===== config.mk =====
export PLATFORM = sky130hd
export DESIGN_NAME = priority_rotation_print_position
export DESIGN_NICKNAME = d
export VERILOG_FILES = /design/src/prp_pkg.sv /design/src/priority_rotation_print_position.sv /design/src/prp_level_track.sv
export SDC_FILE = /design/constraint.sdc
export NUM_CORES = 1
export LEC_CHECK = 0
export BUFFER_PORTS_ARGS = -buffer_cell sky130_fd_sc_hd__buf_4
export CORE_UTILIZATION = 63
export CTS_CLUSTER_DIAMETER = 100
export CTS_CLUSTER_SIZE = 20
export DETAILED_ROUTE_END_ITERATION = 12
export PLACE_DENSITY = 0.79
export SLEW_MARGIN = 30
export SYNTH_ARGS = -nofsm -noshare
export SYNTH_HDL_FRONTEND = slang
export SYNTH_SLANG_ARGS = --single-unit

===== constraint.sdc =====
create_clock -name clk -period 10.07 [get_ports clk]
set_input_delay 1.007 -clock clk [delete_from_list [all_inputs] [get_ports clk]]
set_output_delay 1.007 -clock clk [all_outputs]
set_load 0.1 [all_outputs]

===== src/prp_pkg.sv =====
// Package for the priority rotation print position block.
// Holds sizing constants, the sequencer state type and the level tracker control struct.
// No dependencies.
package prp_pkg;

    localparam int MAX_JOBS        = 128;
    localparam int PRIORITY_LEVELS = 9;

    localparam int PRIO_W   = 4;                            // priority_req port width
    localparam int TGT_W    = 7;                            // target_index port width
    localparam int POS_W    = 8;                            // print_position port width
    localparam int IDX_W    = $clog2(MAX_JOBS);
    localparam int CNT_W    = $clog2(MAX_JOBS + 1);
    localparam int LVL_W    = $clog2(PRIORITY_LEVELS + 1);
    localparam int NUM_LVLS = PRIORITY_LEVELS + 1;
    localparam int CMP_W    = (CNT_W > TGT_W) ? CNT_W + 1 : TGT_W + 1;

    typedef enum logic [1:0] {
        S_LOAD,
        S_SCAN,
        S_EMIT
    } prp_state_t;

    typedef struct packed {
        logic             inc;
        logic [LVL_W-1:0] inc_lvl;
        logic             dec;
        logic [LVL_W-1:0] dec_lvl;
        logic             clr;
    } lvl_ctrl_t;

endpackage


===== src/priority_rotation_print_position.sv =====
// Priority rotation print position: loads a batch of job priorities, then replays
// rotating-queue service as a circular scan to find the target job's position.
// Depends on prp_pkg and prp_level_track.
// A final beat whose target is out of range goes straight to the result; otherwise
// the scan over the job RAM checks one job per cycle (one RAM read port).
// Reset (async, active low) clears control state and level counts, not the job RAM or
// data registers; each job's served mark is cleared in the RAM as the job is loaded.
module priority_rotation_print_position
    import prp_pkg::*;
(
    input  logic              clk,
    input  logic              rst_n,
    input  logic              job_valid,
    output logic              job_ready,
    input  logic [PRIO_W-1:0] priority_req,
    input  logic [TGT_W-1:0]  target_index,
    input  logic              last,
    output logic              result_valid,
    input  logic              result_ready,
    output logic [POS_W-1:0]  print_position,
    output logic              found
);

    prp_state_t state_reg, state_next;

    // entry: {served mark, priority level}
    logic [LVL_W:0]      job_mem [MAX_JOBS];
    logic [LVL_W:0]      rd_data_reg;

    logic [CNT_W-1:0]    count_reg, count_next;
    logic [IDX_W-1:0]    ptr_reg, ptr_next;
    logic                cmp_valid_reg, cmp_valid_next;
    logic [IDX_W-1:0]    cmp_ptr_reg, cmp_ptr_next;
    logic [CNT_W-1:0]    served_cnt_reg, served_cnt_next;
    logic [TGT_W-1:0]    target_reg, target_next;
    logic                found_reg, found_next;
    logic [POS_W-1:0]    pos_reg, pos_next;

    logic                out_valid_reg, out_valid_next;
    logic [POS_W-1:0]    out_pos_reg, out_pos_next;
    logic                out_found_reg, out_found_next;

    logic                job_beat;
    logic                mem_wr;
    logic [LVL_W-1:0]    prio_sat;
    logic [LVL_W-1:0]    top_level;
    logic                hit;
    logic [CNT_W:0]      ptr_inc;
    lvl_ctrl_t           lvl_ctrl;

    assign job_ready = (state_reg == S_LOAD);
    assign job_beat  = job_valid && job_ready;
    assign mem_wr    = job_beat && (count_reg < CNT_W'(MAX_JOBS));

    always_comb
    begin
        if (priority_req > PRIO_W'(PRIORITY_LEVELS))
        begin
            prio_sat = LVL_W'(PRIORITY_LEVELS);
        end
        else
        begin
            prio_sat = LVL_W'(priority_req);
        end
    end

    // job RAM: one write port shared by loading and served marking,
    // one registered read port for the scan
    always_ff @(posedge clk)
    begin
        if (mem_wr)
        begin
            job_mem[count_reg[IDX_W-1:0]] <= {1'b0, prio_sat};
        end
        else if (hit)
        begin
            job_mem[cmp_ptr_reg] <= {1'b1, rd_data_reg[LVL_W-1:0]};
        end
        rd_data_reg <= job_mem[ptr_reg];
    end

    prp_level_track u_level_track (
        .clk       (clk),
        .rst_n     (rst_n),
        .ctrl      (lvl_ctrl),
        .top_level (top_level)
    );

    // a ring of one job is always served on its first check, so a read never
    // races the served-mark write to the same entry
    assign hit = (state_reg == S_SCAN) && cmp_valid_reg && !rd_data_reg[LVL_W]
                 && (rd_data_reg[LVL_W-1:0] == top_level);
    assign ptr_inc = (CNT_W + 1)'(ptr_reg) + (CNT_W + 1)'(1);

    always_comb
    begin
        state_next      = state_reg;
        count_next      = count_reg;
        ptr_next        = ptr_reg;
        cmp_valid_next  = cmp_valid_reg;
        cmp_ptr_next    = cmp_ptr_reg;
        served_cnt_next = served_cnt_reg;
        target_next     = target_reg;
        found_next      = found_reg;
        pos_next        = pos_reg;
        out_valid_next  = out_valid_reg && !result_ready;
        out_pos_next    = out_pos_reg;
        out_found_next  = out_found_reg;

        lvl_ctrl         = '0;
        lvl_ctrl.inc     = mem_wr;
        lvl_ctrl.inc_lvl = prio_sat;

        unique case (state_reg)
            S_LOAD:
            begin
                if (mem_wr)
                begin
                    count_next = count_reg + CNT_W'(1);
                end
                if (job_beat && last)
                begin
                    target_next    = target_index;
                    found_next     = (CMP_W'(target_index) < CMP_W'(count_next));
                    pos_next       = '0;
                    ptr_next       = '0;
                    cmp_valid_next = 1'b0;
                    if (CMP_W'(target_index) < CMP_W'(count_next))
                    begin
                        state_next = S_SCAN;
                    end
                    else
                    begin
                        state_next = S_EMIT;
                    end
                end
            end

            S_SCAN:
            begin
                // issue side: walk the ring of loaded jobs
                cmp_valid_next = 1'b1;
                cmp_ptr_next   = ptr_reg;
                if (ptr_inc < (CNT_W + 1)'(count_reg))
                begin
                    ptr_next = ptr_inc[IDX_W-1:0];
                end
                else
                begin
                    ptr_next = '0;
                end
                // check side: serve the front job when it holds the top level
                if (hit)
                begin
                    served_cnt_next  = served_cnt_reg + CNT_W'(1);
                    lvl_ctrl.dec     = 1'b1;
                    lvl_ctrl.dec_lvl = rd_data_reg[LVL_W-1:0];
                    if (CMP_W'(cmp_ptr_reg) == CMP_W'(target_reg))
                    begin
                        pos_next   = POS_W'(served_cnt_reg + CNT_W'(1));
                        state_next = S_EMIT;
                    end
                end
            end

            S_EMIT:
            begin
                if (!out_valid_reg || result_ready)
                begin
                    out_valid_next  = 1'b1;
                    out_pos_next    = pos_reg;
                    out_found_next  = found_reg;
                    count_next      = '0;
                    ptr_next        = '0;
                    cmp_valid_next  = 1'b0;
                    served_cnt_next = '0;
                    lvl_ctrl.clr    = 1'b1;
                    state_next      = S_LOAD;
                end
            end

            default:
            begin
                state_next = S_LOAD;
            end
        endcase
    end

    always_ff @(posedge clk or negedge rst_n)
    begin
        if (!rst_n)
        begin
            state_reg      <= S_LOAD;
            count_reg      <= '0;
            ptr_reg        <= '0;
            cmp_valid_reg  <= 1'b0;
            served_cnt_reg <= '0;
            out_valid_reg  <= 1'b0;
        end
        else
        begin
            state_reg      <= state_next;
            count_reg      <= count_next;
            ptr_reg        <= ptr_next;
            cmp_valid_reg  <= cmp_valid_next;
            served_cnt_reg <= served_cnt_next;
            out_valid_reg  <= out_valid_next;
        end
    end

    always_ff @(posedge clk)
    begin
        cmp_ptr_reg   <= cmp_ptr_next;
        target_reg    <= target_next;
        found_reg     <= found_next;
        pos_reg       <= pos_next;
        out_pos_reg   <= out_pos_next;
        out_found_reg <= out_found_next;
    end

    assign result_valid   = out_valid_reg;
    assign print_position = out_pos_reg;
    assign found          = out_found_reg;

endmodule


===== src/prp_level_track.sv =====
// Per-level waiting-job counters and the highest-waiting-level encoder.
// Depends on prp_pkg.
module prp_level_track
    import prp_pkg::*;
(
    input  logic             clk,
    input  logic             rst_n,
    input  lvl_ctrl_t        ctrl,
    output logic [LVL_W-1:0] top_level
);

    logic [CNT_W-1:0] hist_reg  [NUM_LVLS];
    logic [CNT_W-1:0] hist_next [NUM_LVLS];

    always_comb
    begin
        for (int lv = 0; lv < NUM_LVLS; lv++)
        begin
            hist_next[lv] = hist_reg[lv];
            if (ctrl.clr)
            begin
                hist_next[lv] = '0;
            end
            else if (ctrl.inc && (ctrl.inc_lvl == LVL_W'(lv)))
            begin
                hist_next[lv] = hist_reg[lv] + CNT_W'(1);
            end
            else if (ctrl.dec && (ctrl.dec_lvl == LVL_W'(lv)))
            begin
                hist_next[lv] = hist_reg[lv] - CNT_W'(1);
            end
        end
    end

    always_ff @(posedge clk or negedge rst_n)
    begin
        if (!rst_n)
        begin
            for (int lv = 0; lv < NUM_LVLS; lv++)
            begin
                hist_reg[lv] <= '0;
            end
        end
        else
        begin
            for (int lv = 0; lv < NUM_LVLS; lv++)
            begin
                hist_reg[lv] <= hist_next[lv];
            end
        end
    end

    // level 0 is the floor: reported when nothing above it waits
    always_comb
    begin
        top_level = '0;
        for (int lv = 1; lv < NUM_LVLS; lv++)
        begin
            if (hist_reg[lv] != '0)
            begin
                top_level = LVL_W'(lv);
            end
        end
    end

endmodule

== Word-level counts from Yosys, hierarchy flattened ==
Memories as Yosys holds them, arrays and structs flattened. A register that Yosys moved wholly into a read port is not among the register bits.
Index checks and enable logic that the tools add are counted.

* Bits in registers: 131
* Latch bits: 0
* Bits in writable memories: 640
* Memory bits (read-only): 0
* Input port bits: 16
* Word-level logic and storage cells: 207
* Memories kept: 1

* Add/sub/neg operators: 21
* Multipliers: 0
* Div/mod/pow operators: 0
* $lt $le $gt $ge: 4
* Eq/ne operators: 26
* Shift-type cells: 0
* Mux-type cells: 74
* Bitwise operators: 0
* Reductions and logical operators: 60

{| class="wikitable"
|+ Memories
! memory !! words !! width !! read ports !! clocked after memory_dff !! wr ports !! line !! RTL
|-
| job_mem || 128 || 5 || 1 || 1 || 1 || priority_rotation_print_position.sv:27 || <nowiki>logic [LVL_W:0] job_mem [MAX_JOBS];</nowiki>
|}

{| class="wikitable"
|+ Operators by type and width
! kind !! count
|-
| two-way mux 8 bit || 34
|-
| adder 8 x 1 -> 8 bit, second input constant || 11
|-
| nonzero test 8 bit || 9
|-
| subtractor 8 x 1 -> 8 bit, second input constant || 9
|-
| case mux 8 bit (2 select lines) || 3
|-
| equality test 4 x 3 -> 1 bit, second input constant || 8
|-
| nonzero test 3 bit || 10
|-
| two-way mux 7 bit || 4
|-
| logical AND 1 bit || 25
|-
| case mux 7 bit (3 select lines) || 1
|-
| equality test 4 x 2 -> 1 bit, second input constant || 4
|-
| equality test 4 bit, second input constant || 4
|-
| two-way mux 5 bit || 3
|-
| two-way mux 2 bit || 7
|-
| two-way mux 1 bit || 13
|-
| two-way mux 3 bit || 4
|-
| two-way mux 4 bit || 3
|-
| adder 7 x 1 -> 8 bit, second input constant || 1
|-
| equality test 4 x 1 -> 1 bit, second input constant || 2
|-
| < comparator 7 x 8 -> 1 bit || 1
|-
| < comparator 8 bit || 1
|-
| < comparator 8 bit, second input constant || 1
|-
| AND reduction 4 bit || 2
|-
| equality test 7 bit || 1
|-
| other kinds (15) || 24
|}

== Longest topological paths before layout ==
* Word-level depth: 19
* Gate-level depth with buffers: 13

== By module ==
A second synthesis with hierarchy kept.

* Cell total of the unflattened synthesis: 2175
* Area, all modules: 34339.2 um^2

{| class="wikitable"
|+ By module, submodules not included
! module !! instances !! cells each !! area each (um^2) !! sequential area each (um^2)
|-
| priority_rotation_print_position || 1 || 1531 || 28617.4 || 20955.1
|-
| prp_level_track || 1 || 644 || 5721.7 || 1801.7
|}

== Worst setup path before layout ==
OpenSTA, ideal clock, no wires.

* Path kind: register to register
* Start point: register u_level_track.hist_reg[5] (netlist bit)
* End point: memory job_mem[0][0] (netlist bit) (data pin)
* Library setup time: 1.197 ns
* Arrival time: 8.024 ns
* Path slack: 0.849 ns
* Stages on the path, launching flop included: 10
* Buffers on the path: 3
* Cells stage by stage: dfrtp_1 -> or4_1 -> or4_1 -> nand4b_1 -> and3_4 -> a211oi_2 -> buf_4 -> buf_4 -> buf_2 -> o21ai_0

* Cells in the longest elaborated chain, start to end: 9

{| class="wikitable"
|+ RTL lines
! item !! line !! RTL
|-
| from (decl) || prp_level_track.sv:12 || <nowiki>logic [CNT_W-1:0] hist_reg [NUM_LVLS];</nowiki>
|-
| from (signal, indexed assignment) || prp_level_track.sv:48 || <nowiki>hist_reg[lv] <= hist_next[lv];</nowiki>
|-
| nonzero test 8 bit || prp_level_track.sv:59 || <nowiki>if (hist_reg[lv] != '0)</nowiki>
|-
| two-way mux 4 bit || prp_level_track.sv:59 ||
|-
| equality test 4 bit || priority_rotation_print_position.sv:92 || <nowiki>&& (rd_data_reg[LVL_W-1:0] == top_level);</nowiki>
|-
| logical AND 1 bit || priority_rotation_print_position.sv:92 ||
|-
| two-way mux 1 bit || priority_rotation_print_position.sv:75 || <nowiki>else if (hit)</nowiki>
|-
| two-way mux 1 bit || priority_rotation_print_position.sv:71 || <nowiki>if (mem_wr)</nowiki>
|-
| two-way mux 1 bit (not written as such) || priority_rotation_print_position.sv:77 || <nowiki>job_mem[cmp_ptr_reg] <= {1'b1, rd_data_reg[LVL_W-1:0]};</nowiki>
|-
| OR reduction 5 bit (no source line) || -- ||
|-
| two-way mux 5 bit (no source line) || -- ||
|-
| to (decl) || priority_rotation_print_position.sv:27 ||
|}

No other way between the ends.

== Final worst setup path ==
* Start point: register u_level_track.hist_reg[57] (netlist bit)
* End point: memory job_mem[99][2] (netlist bit) (data pin)

* Cells in the longest elaborated chain, start to end: 16

{| class="wikitable"
|+ RTL lines
! item !! line
|-
| nonzero test 8 bit || prp_level_track.sv:59
|-
| two-way mux 2 bit (2 in series) || prp_level_track.sv:59
|-
| two-way mux 3 bit (4 in series) || prp_level_track.sv:59
|-
| two-way mux 4 bit (2 in series) || prp_level_track.sv:59
|-
| equality test 4 bit || priority_rotation_print_position.sv:92
|-
| logical AND 1 bit || priority_rotation_print_position.sv:92
|-
| two-way mux 1 bit || priority_rotation_print_position.sv:75
|-
| two-way mux 1 bit || priority_rotation_print_position.sv:71
|-
| two-way mux 1 bit (not written as such) || priority_rotation_print_position.sv:77
|-
| OR reduction 5 bit (no source line) || --
|-
| two-way mux 5 bit (no source line) || --
|}

No other way between the ends.

==> run metrics <==
Post-Layout Cell Count 2,831; initial drt markers 2,244; Largest register FFs 640; wire length of the first global-routing pass 118 mm; post-synthesis instance total 2,108; effective utilization at floorplan 63.8%; top library cells by usage in the layout, fill and taps aside 672 x edfxtp_1, 229 x nor2_1, 205 x mux4_2; grt ovf 0; CORE AREA 0.0539 sq mm; worst path required time 10,370 ps; GRT Total Usage 28.2%; placer congestion estimate 0.912; cell at the root of the clock tree clkbuf_16; crit end category flop; maximum operating frequency 190 MHz; Final Hold Violating Endpoints 0; number of enable flip-flop cells after synthesis 672; clock sink count 776; power density cells 243 mW/mm^2; total power of the final layout 8920 uW; cell type group with the largest total delay on the critical path buffers and inverters; top cells by area in the synthesized netlist edfxtp_1 59%, mux4_2 13%, dfrtp_1 7.2%, ha_1 2.5%, nor2_1 2.5%; count of synthesis-stage warnings from yosys 0; vertical extent of the die 236 um; mean instance size in the synthesized netlist 16.3 sq um; Skew-Pair Late Insertion Delay 630 ps; sequential-to-total area share from yosys stat 66.1%; min setup slack post-route 4790 ps; Worst Setup Path Type reg2reg; time the worst path needs with I/O delays and setup 5280 ps; site row count 85; via count of the first global-routing pass 19.4k; Setup Viol. Count Final 0; post-CTS repair timing setup buffer count 0; worst slew slack as a fraction of its limit 31.4%; setup repair after global routing missed its margin no; ratio of cells with drive above 1 in the final layout 17.0%; number of nets produced by synthesis 2,203; total clock buffers created by CTS 45; Layout fillers 3,376; Storage cell area 0.0228 sq mm; number of nets in the final layout 2,202; cell area after technology mapping 0.0344 sq mm; remaining design rule violation count 0; count of port buffers added during placement 26; post-cts gate resize count 0; max-slew violation count 0; worst clock skew on the final layout 21.1 ps; Final Routed Wirelength 76.0 mm; endpoint arrival time on the critical path 5580 ps; WL/cell 26.9 um; Bufs and invs on worst path 3; via count 19.1k; VDD IR max 0.000171 V; maximum fanout along the worst path 183; Worst Hold Margin 424 ps; flop-to-flop setup slack 4790 ps; total of flip-flops plus latches after synthesis 776; register clock-pin slew on the reported worst setup and hold paths 80 ps; drt via density 6.75; area fraction of the dominant cell type after synthesis 58.7%; post-synth top area cell edfxtp_1; # H-tree levels 2; Critical Path Source Type flop; leakage power summed over all cells 0.0121 uW; dpl hpwl 48.5 mm; maximum number of buffers from clock root to sink 3; remaining antenna violation count after routing 0; number of maximum-capacitance violations 0; pre-CTS setup slack 4790 ps; Worst-Margin Slew 1030 ps; prevailing post-synth register cell edfxtp_1; relative area change from synthesis to final layout 6.71%; final sum of negative setup slack 0 ps; CP most frequent cell buf_4; status finished, final reports clean; count of unique library cells instantiated by Yosys 77; first drt pass iteration count 5; Die W 236 um; Cells after DPL 2,756; total die area 0.0555 sq mm; CTS Hold Buffers Added 0; commonest non-fill, non-tap cell in the layout edfxtp_1; largest net degree at the start of global routing 184; Max stage delay cell, worst path a211oi_1; critical path's largest stage delay 740 ps; count of boundary I/O pins 27; clock tree from TritonCTS built; period utilisation layout 52.4%; crit path cell chain nor4_1, o211ai_1, a211oi_1, a221oi_1, a211oi_4, buf_12, nand2_1, o21ai_4, buf_4, buf_4; area of combinational cells with multiple inputs 0.0112 sq mm; initial antenna violation count 1; Hold Path Class in2async; async set-or-reset flop fraction in the synthesized netlist 12.8%
==> worst paths after layout <==
kind / start / end / cells past startpoint
max: u_level_track.hist_reg[57]$_DFFE_PN0P_ / job_mem[99][2]$_DFFE_PP_ / 10
min: rst_n / u_level_track.hist_reg[49]$_DFFE_PN0P_ / 1
max reg2reg: u_level_track.hist_reg[57]$_DFFE_PN0P_ / job_mem[99][2]$_DFFE_PP_ / 10
min reg2reg: pos_reg[4]$_SDFFCE_PN0P_ / print_position[4]$_DFFE_PP_ / 0
max in group asynchronous: rst_n / ptr_reg[1]$_DFFE_PN0P_ / 2
min in group clk: pos_reg[4]$_SDFFCE_PN0P_ / print_position[4]$_DFFE_PP_ / 0
==> logic make-up after synthesis <==
kind of cell             count (synthesis)  synth area share [%]
flip-flops                             776                  66.1
AND/OR/NAND/NOR                        530                  7.27
multiplexers                           285                  15.8
AO/OA/AOI/OAI                          228                  4.46
buffers and inverters                  154                  1.79
adder cells (fa/ha/maj)                 79                  3.07
XOR/XNOR                                56                  1.43
==> worst reg2reg max path, delay by kind of cell, from the launching register on <==
| kind | cells | cell delay, ps |
|---|---|---|
| flops | 1 | 420 |
| buf+inv | 3 | 1960 |
| compound gates | 5 | 1690 |
| simple gates | 2 | 850 |
==> layer usage <==
metal / global-route usage [%] / share of wire (%) / vias to the layer above
li1: - / - / 8261
met1: 38.8 / 39 / 9822
met2: 46.8 / 50 / 881
met3: 4.27 / 7.6 / 147
met4: 9.70 / 3.3 / 0
met5: 0 / 0 / -
==> power breakdown <==
part / internal (uW) / leakage, uW / total (uW) / switching [uW]
Sequential: 3740 / 0.00750 / 4050 / 308
Clock: 846 / 0.000615 / 1860 / 1020
Combinational: 1330 / 0.00399 / 3010 / 1680
Total: 5920 / 0.0121 / 8920 / 3000
==> layout make-up <==
cell class	count	area share (%)
sequential	776	62.0
multi-input combinational	1178	30.5
clock buffer	67	3.29
tap	696	2.37
timing repair buffer	49	1.07
inverter	57	0.583
clock inverter	6	0.191
antenna	2	0.0136
==> cells in the mapped netlist, types with 15 or more instances <==
cell type  count
a21o_1        15
a21oi_1       46
buf_1         19
buf_2         16
clkbuf_1      58
dfrtp_1       99
edfxtp_1     672
ha_1          70
inv_1         56
mux2_2        18
mux2i_1       60
mux4_2       205
nand2_1       85
nand2b_1      19
nand3_1       32
nor2_1       229
nor2b_1       18
nor3_1        53
nor4_1        19
o21a_1        18
o21ai_0       57
xnor2_1       31
xor2_1        25
==> through the flow <==
| stage | cell area [sq um] | utilization, % |
|---|---|---|
| after global placement | 35400 | 65.7 |
| after CTS | 36700 | 68.0 |
| after global routing | 36700 | 68.1 |
| final | 36700 | 68.1 |
| after floorplan | 34400 | - |
| after detailed placement | 35400 | 65.7 |
Note: power is estimated with default switching activity, not from simulation.
